`src/rtl/sba_pkg.sv`:
```
// ============================================================================
// sba_pkg
// Shared types and constants for the bump and free stack slot allocator.
// ============================================================================
`default_nettype none

package sba_pkg;

    // Geometry
    localparam int MAX_SLOTS   = 256;
    localparam int SLOT_STRIDE = 32;
    localparam int ADDR_W      = 32;
    localparam int DEPTH_W     = $clog2(MAX_SLOTS);
    localparam int CNT_W       = $clog2(MAX_SLOTS + 1);

    // Base address alignment: low four bits read as zero
    localparam logic [ADDR_W-1:0] ALIGN_MASK = 32'hFFFF_FFF0;

    // Operation codes
    localparam logic OP_ACQUIRE = 1'b0;
    localparam logic OP_RELEASE = 1'b1;

    // Status codes
    localparam logic [1:0] ST_OK        = 2'd0;
    localparam logic [1:0] ST_EXHAUSTED = 2'd1;
    localparam logic [1:0] ST_UNDERFLOW = 2'd2;

    // Register indexes
    localparam logic [0:0] REG_BASE = 1'b0;
    localparam logic [0:0] REG_MODE = 1'b1;

    // Allocator counters
    typedef struct packed {
        logic [CNT_W-1:0] free_depth;
        logic [CNT_W-1:0] bump;
        logic [CNT_W-1:0] live;
        logic [CNT_W-1:0] peak;
    } sba_state_t;

    // One result item
    typedef struct packed {
        logic [ADDR_W-1:0] addr;
        logic [1:0]        status;
        logic [CNT_W-1:0]  live;
        logic [CNT_W-1:0]  peak;
    } sba_result_t;

    // Stack write request
    typedef struct packed {
        logic               en;
        logic [DEPTH_W-1:0] addr;
        logic [ADDR_W-1:0]  data;
    } sba_push_t;

endpackage

`default_nettype wire

```
`src/rtl/sba_step.sv`:
```
// ============================================================================
// sba_step
// Next-state and result logic for one acquire or release item.
// ============================================================================
`default_nettype none

module sba_step (
    input  wire logic                      operation,
    input  wire logic [sba_pkg::ADDR_W-1:0] release_address,
    input  wire logic [sba_pkg::ADDR_W-1:0] base_address,
    input  wire logic                      no_reuse_mode,
    input  wire logic [sba_pkg::ADDR_W-1:0] top_data,
    input  wire sba_pkg::sba_state_t       cur,
    output sba_pkg::sba_state_t            nxt,
    output sba_pkg::sba_result_t           res,
    output sba_pkg::sba_push_t             push
);

    logic                           bump_ok;
    logic [sba_pkg::CNT_W-1:0]      bump_inc;
    logic [sba_pkg::CNT_W-1:0]      live_inc;
    logic [sba_pkg::ADDR_W-1:0]     fresh_addr;

    // Fresh slot address, wraps at 32 bits
    assign fresh_addr = base_address
                      + sba_pkg::ADDR_W'(cur.bump) * sba_pkg::ADDR_W'(sba_pkg::SLOT_STRIDE);
    assign bump_ok    = cur.bump < sba_pkg::CNT_W'(sba_pkg::MAX_SLOTS);
    assign bump_inc   = cur.bump + 1'b1;
    assign live_inc   = cur.live + 1'b1;

    always_comb
    begin
        nxt        = cur;
        res.addr   = '0;
        res.status = sba_pkg::ST_OK;
        push.en    = 1'b0;
        push.addr  = cur.free_depth[sba_pkg::DEPTH_W-1:0];
        push.data  = release_address;

        if (operation == sba_pkg::OP_ACQUIRE)
        begin
            if (no_reuse_mode)
            begin
                // bump only, peak follows bump count
                if (bump_ok)
                begin
                    res.addr = fresh_addr;
                    nxt.bump = bump_inc;
                    if (bump_inc > cur.peak)
                    begin
                        nxt.peak = bump_inc;
                    end
                end
                else
                begin
                    res.status = sba_pkg::ST_EXHAUSTED;
                end
            end
            else if (cur.free_depth != '0)
            begin
                // reuse most recently released slot
                nxt.free_depth = cur.free_depth - 1'b1;
                res.addr       = top_data;
                nxt.live       = live_inc;
            end
            else if (bump_ok)
            begin
                res.addr = fresh_addr;
                nxt.bump = bump_inc;
                nxt.live = live_inc;
                if (live_inc > cur.peak)
                begin
                    nxt.peak = live_inc;
                end
            end
            else
            begin
                res.status = sba_pkg::ST_EXHAUSTED;
            end
        end
        else if (!no_reuse_mode)
        begin
            if (cur.live == '0)
            begin
                res.status = sba_pkg::ST_UNDERFLOW;
            end
            else
            begin
                nxt.live = cur.live - 1'b1;
                // full stack drops the push
                if (cur.free_depth < sba_pkg::CNT_W'(sba_pkg::MAX_SLOTS))
                begin
                    push.en        = 1'b1;
                    nxt.free_depth = cur.free_depth + 1'b1;
                end
            end
        end

        res.live = nxt.live;
        res.peak = nxt.peak;
    end

endmodule

`default_nettype wire

```
`config.mk`:
```
export PLATFORM = sky130hd
export DESIGN_NAME = sba_step
export DESIGN_NICKNAME = d
export VERILOG_FILES = /design/src/rtl/sba_pkg.sv /design/src/rtl/sba_step.sv
export SDC_FILE = /design/constraint.sdc
export NUM_CORES = 1
export LEC_CHECK = 0
export BUFFER_PORTS_ARGS = -buffer_cell sky130_fd_sc_hd__buf_2
export CORE_MARGIN = 8
export CORE_UTILIZATION = 42
export DETAILED_ROUTE_END_ITERATION = 12
export PLACE_DENSITY_LB_ADDON = 0.2
export SYNTH_ARGS = -nofsm -noshare
export SYNTH_HDL_FRONTEND = slang
export SYNTH_SLANG_ARGS = --single-unit
```
`constraint.sdc`:
```
create_clock -name vclk -period 5.3
set_input_delay 0.795 -clock vclk [all_inputs]
set_output_delay 0.795 -clock vclk [all_outputs]
set_load 0.02 [all_outputs]
```
==> results.tsv, run 1 <==
stage	metric	value	unit
drt	drt_wl_total	12400	um
timing	max_freq	213	MHz
timing	tightest_slew	1040	ps
synth	synth.distinct_cells	49	
placement	dp_cells	726	
final_layout	nClkBuffers	0	
timing	fin_tns_setup	0	ps
synth	syn_area	3240	um^2
die	die_y	104	um
final_layout	final_common_cell	buf_2	
final_layout	seqCellArea	0	um^2
grt	grt_max_degree	36	
final_layout	drive_above_1_share	0.335	
timing	rsz0062_at_grt	false	
final_layout	n_antenna_cell	0	
drt	wl_per_cell	17.1	um
worst_hold_path	worstHoldStart	release_address[19]	
worst_setup_path	cp-start-kind	input pin	
placement	place.port_buffers	199	
flow_run	cap_violations	0	
grt	overflow	0	
pwr	power.leakage	1.91	nW
synth	yosysSeqAreaShare	0	
worst_setup_path	path_class	input pin to output pin	
die	placementRows	32	
worst_setup_path	required	4510	ps
drt	vias	4047	
final_layout	final_cell_mix	buf_2, nand2_1, o21ai_0	
worst_setup_path	crit_path_start	cur[18]	
clock_network	cts_hold_buf	0	
drt	drtPass1Iterations	5	
placement	dpl.hpwl	10600	um
die	io_pins	263	
worst_hold_path	hp-class	input pin to output pin	
die	die_area	10800	um^2
drt	antenna_left	0	
placement	dp_slack	638	ps
clock_network	post-cts-setup-buffer-count	0	
synth	synthCells	499	
worst_setup_path	arrival	3890	ps
worst_setup_path	worstSetupEndpointType	output pin	
grt	grt.total_usage	0.209	
timing	fin_crit_sh	0.884	
grt	grt_pass1_wl	19800	um
grt	grt_pass1_vias	4033	
timing	hold_viol_final	0	
pwr	irDropWorstVdd	0.0555	mV
clock_network	cts_resized	0	
drt	viasPerCell	5.57	
timing	fin_crit	4680	ps
placement	place_congestion	0.916	
die	die_width	104	um
final_layout	fin_cells	726	
timing	slew_headroom	0.303	
pwr	power_per_cell_area	101	nW/um^2
grt	antenna_found_initial	0	
timing	drv_slew	0	
final_layout	finalNetCount	794	
status	status	finished, final reports clean	
timing	fin_ws	616	ps
final_layout	nFlopsAndLatches	0	
die	core_area	7610	um^2
final_layout	area_delta_synth_final	19.3	%
die	start_util	0.426	
synth	syn_area_per_cell	6.49	um^2
synth	yosys_warnings	0	
drt	drc	0	
drt	drt_iter0_drc	203	
synth	synthesis.nets	667	
timing	setup_viol	0	
worst_setup_path	cp_max_fo	9	
pwr	design_power_total	0.391	mW
-- metrics by stage --
stage	hold slack, ps	cell area [um^2]	utilization
after detailed placement	1590	3870	0.508
after global placement	1590	3870	0.508
final	1590	3870	0.508
after CTS	1590	3870	0.508
after global routing	1590	3870	0.508
after floorplan	1700	3240	-
-- cell usage after synthesis (all sizes together) (11+ instances only) --
library cell	n	share of area
a211oi	16	0.037
a21oi	22	0.034
buf	61	0.14
clkbuf	16	0.019
ha	33	0.13
inv	29	0.034
nand2	58	0.068
nand2b	11	0.021
nand3	30	0.046
nor2	33	0.038
nor3	14	0.022
o21ai	44	0.068
xnor2	38	0.10
xor2	15	0.041
-- metal layers --
layer	vias to the layer above	part of all wire	global-route usage
met5	-	0	0
met4	0	0.0044	0.0134
met3	8	0.095	0.0527
met2	209	0.48	0.375
met1	1837	0.42	0.253
li1	1993	-	-
-- worst paths after layout --
kind       end  slack [ps]  cells past startpoint
min   push[19]        1590                      0
max     nxt[1]         620                     14
-- layout make-up --
class,count,area (um^2)
fill,808,3740
multi-input combinational,393,2610
inverter,29,109
tap,102,128
timing repair buffer,202,1020
-- cell families after synthesis --
logic type      synth area share
simple gates               0.259
compound gates             0.266
buf+inv                    0.195
xor+xnor                   0.143
fa+ha+maj                  0.134
mux                      0.00309
-- critical path: stages --
cell      delay (ps)
buf_2            160
ha_1             220
nand3_1          150
nor2_1           260
nand3_1          110
ha_1             320
ha_1             310
nand4_1          130
nor3_1            70
a2111o_1         520
o311a_1          200
and4_1           210
a211o_1          260
buf_2            170
-- where the power goes --
group	internal [mW]	switching (mW)	leakage [nW]
Combinational	0.144	0.247	1.91
Clock	0	0	0
Sequential	0	0	0
Total	0.144	0.247	1.91
Note: power is estimated with default switching activity, not from simulation.
==> run 2: changes to the inputs <==
--- a/config.mk
+++ b/config.mk
@@ -6,5 +6,5 @@
 export NUM_CORES = 1
 export LEC_CHECK = 0
-export BUFFER_PORTS_ARGS = -buffer_cell sky130_fd_sc_hd__buf_2
+export BUFFER_PORTS_ARGS = -buffer_cell sky130_fd_sc_hd__buf_4
 export CORE_MARGIN = 8
 export CORE_UTILIZATION = 42
==> constraint.sdc (replaced) <==
create_clock -name vclk -period 5.3
set_input_delay 0.795 -clock vclk [all_inputs]
set_output_delay 0.795 -clock vclk [all_outputs]
set_load 0.01 [all_outputs]
==> run 2 against run 1 <==
Against the previous run: first-iteration DRC count down 24%; die area unchanged; wire length up 4.5%; critical path type unchanged; critical endpoint unchanged; largest cell class unchanged.
==> results.tsv, run 2 (synthesis results as in run 1) <==
stage	metric	value	unit	change
status	status	finished, final reports clean		
final_layout	seqCellArea	0	um^2	unchanged
drt	drt_iter0_drc	155		-24%
timing	drv_slew	0		unchanged
die	placementRows	32		unchanged
worst_setup_path	arrival	3840	ps	-50 ps
die	start_util	0.426		unchanged
final_layout	nClkBuffers	0		unchanged
placement	dp_slack	698	ps	+59.8 ps
worst_hold_path	hp-class	input pin to output pin		
worst_setup_path	cpLargestDelayFamily	compound AO/OA/AOI/OAI gates		
drt	drtPass1Iterations	5		unchanged
grt	grt_pass1_wl	21000	um	+6.3%
die	die_area	10800	um^2	unchanged
clock_network	cts_resized	0		unchanged
timing	setup_viol	0		unchanged
worst_setup_path	crit_chain	buf_4 -> ha_1 -> nand3_1 -> nor2_1 -> nand3_1 -> ha_1 -> ha_1 -> nand4_1 -> nor3_1 -> a2111o_1 -> o311a_1 -> and4_1 -> a211o_1 -> buf_4		
timing	max_freq	216	MHz	+1.1%
pwr	sw_frac_of_total	0.522		-0.111
pwr	power.leakage	2.06	nW	+7.9%
final_layout	finalNetCount	794		unchanged
placement	place_congestion	0.948		+3.5%
final_layout	fin_cells	726		unchanged
final_layout	final_common_cell	buf_4		
placement	place.port_buffers	199		unchanged
final_layout	final_cell_mix	buf_4, nand2_1, o21ai_0		
grt	grt.total_usage	0.224		+0.0146
clock_network	post-cts-setup-buffer-count	0		unchanged
worst_setup_path	worst-path-buf-inv	2		unchanged
grt	grt_pass1_vias	4161		+3.2%
timing	slew_headroom	0.339		+0.0361
final_layout	fin_area	4360	um^2	+13%
timing	fin_tns_setup	0	ps	unchanged
timing	hold_viol_final	0		unchanged
final_layout	area_delta_synth_final	34.7	%	
final_layout	n_antenna_cell	0		unchanged
timing	rsz0062_at_grt	false		
die	core_area	7610	um^2	unchanged
pwr	cell_internal_pwr	0.193	mW	+34%
die	io_pins	263		unchanged
drt	antenna_left	0		unchanged
timing	tightest_slew	983	ps	-53.7 ps
placement	placed_area	4360	um^2	+13%
pwr	p_seq_frac	0		unchanged
pwr	design_power_total	0.403	mW	+3.2%
final_layout	drive_above_1_share	0.335		unchanged
worst_setup_path	path_class	input pin to output pin		
timing	fin_crit_sh	0.874		-0.00995
placement	dpl.hpwl	11100	um	+4.5%
drt	drc	0		unchanged
worst_setup_path	cp-start-kind	input pin		
final_layout	nFlopsAndLatches	0		unchanged
drt	wl_per_cell	17.9	um	+4.5%
grt	overflow	0		unchanged
worst_setup_path	critPathMostFrequentCell	ha_1		
worst_setup_path	max_stage_delay	510	ps	about the same
clock_network	cts_hold_buf	0		unchanged
pwr	switchingPower	0.210	mW	-15%
flow_run	cap_violations	0		unchanged
timing	fin_crit	4630	ps	-52.8 ps
worst_setup_path	worstSetupEndpointType	output pin		
worst_setup_path	cp_max_fo	9		unchanged
pwr	irDropWorstVdd	0.0487	mV	-12%
final_layout	multiInputGateArea	2610	um^2	unchanged
placement	dp_cells	726		unchanged
final_layout	fill_cells	778		-3.7%
drt	drt_wl_total	13000	um	+4.5%
worst_setup_path	slowest_stage	a2111o_1		
timing	fin_ws	669	ps	+52.8 ps
grt	grt_max_degree	36		unchanged
die	die_y	104	um	unchanged
drt	vias	4040		-0.17%
pwr	power_per_cell_area	92.4	nW/um^2	-8.6%
grt	antenna_found_initial	0		unchanged
drt	viasPerCell	5.56		-0.17%
pwr	combPwrFrac	1.000		about the same
pwr	clkPwrFrac	0		unchanged
worst_setup_path	required	4510	ps	about the same
die	die_width	104	um	unchanged
-- run 2: layer usage --
layer,track usage,wire (um),vias to the layer above
met5,0,0,-
li1,-,-,1986
met1,0.270,5400,1844
met4,0.0403,213,0
met3,0.0632,1150,19
met2,0.386,6230,191
-- run 2: power by group through the flow --
stage | registers [mW] | clock network, mW | logic, mW
detailed placement | 0 | 0 | 0.401
CTS | 0 | 0 | 0.404
global placement | 0 | 0 | 0.397
floorplan | 0 | 0 | 0.240
global route | 0 | 0 | 0.441
finish | 0 | 0 | 0.403
-- run 2: per-stage QoR --
step,util,hold slack (ps)
after floorplan,-,1670
after global placement,0.574,1590
after detailed placement,0.574,1590
after CTS,0.574,1590
after global routing,0.574,1590
final,0.574,1590
-- run 2: path summary, 6_finish.rpt --
check / startpoint / end / depth (start not counted)
setup / recovery: cur[18] / nxt[1] / 14
hold / removal: release_address[19] / push[19] / 0
-- run 2: area by class of cell --
class              instances  share of cell area
inverters                 29              0.0249
repair buffers           202               0.347
multi-input cells        393               0.598
well taps                102              0.0292
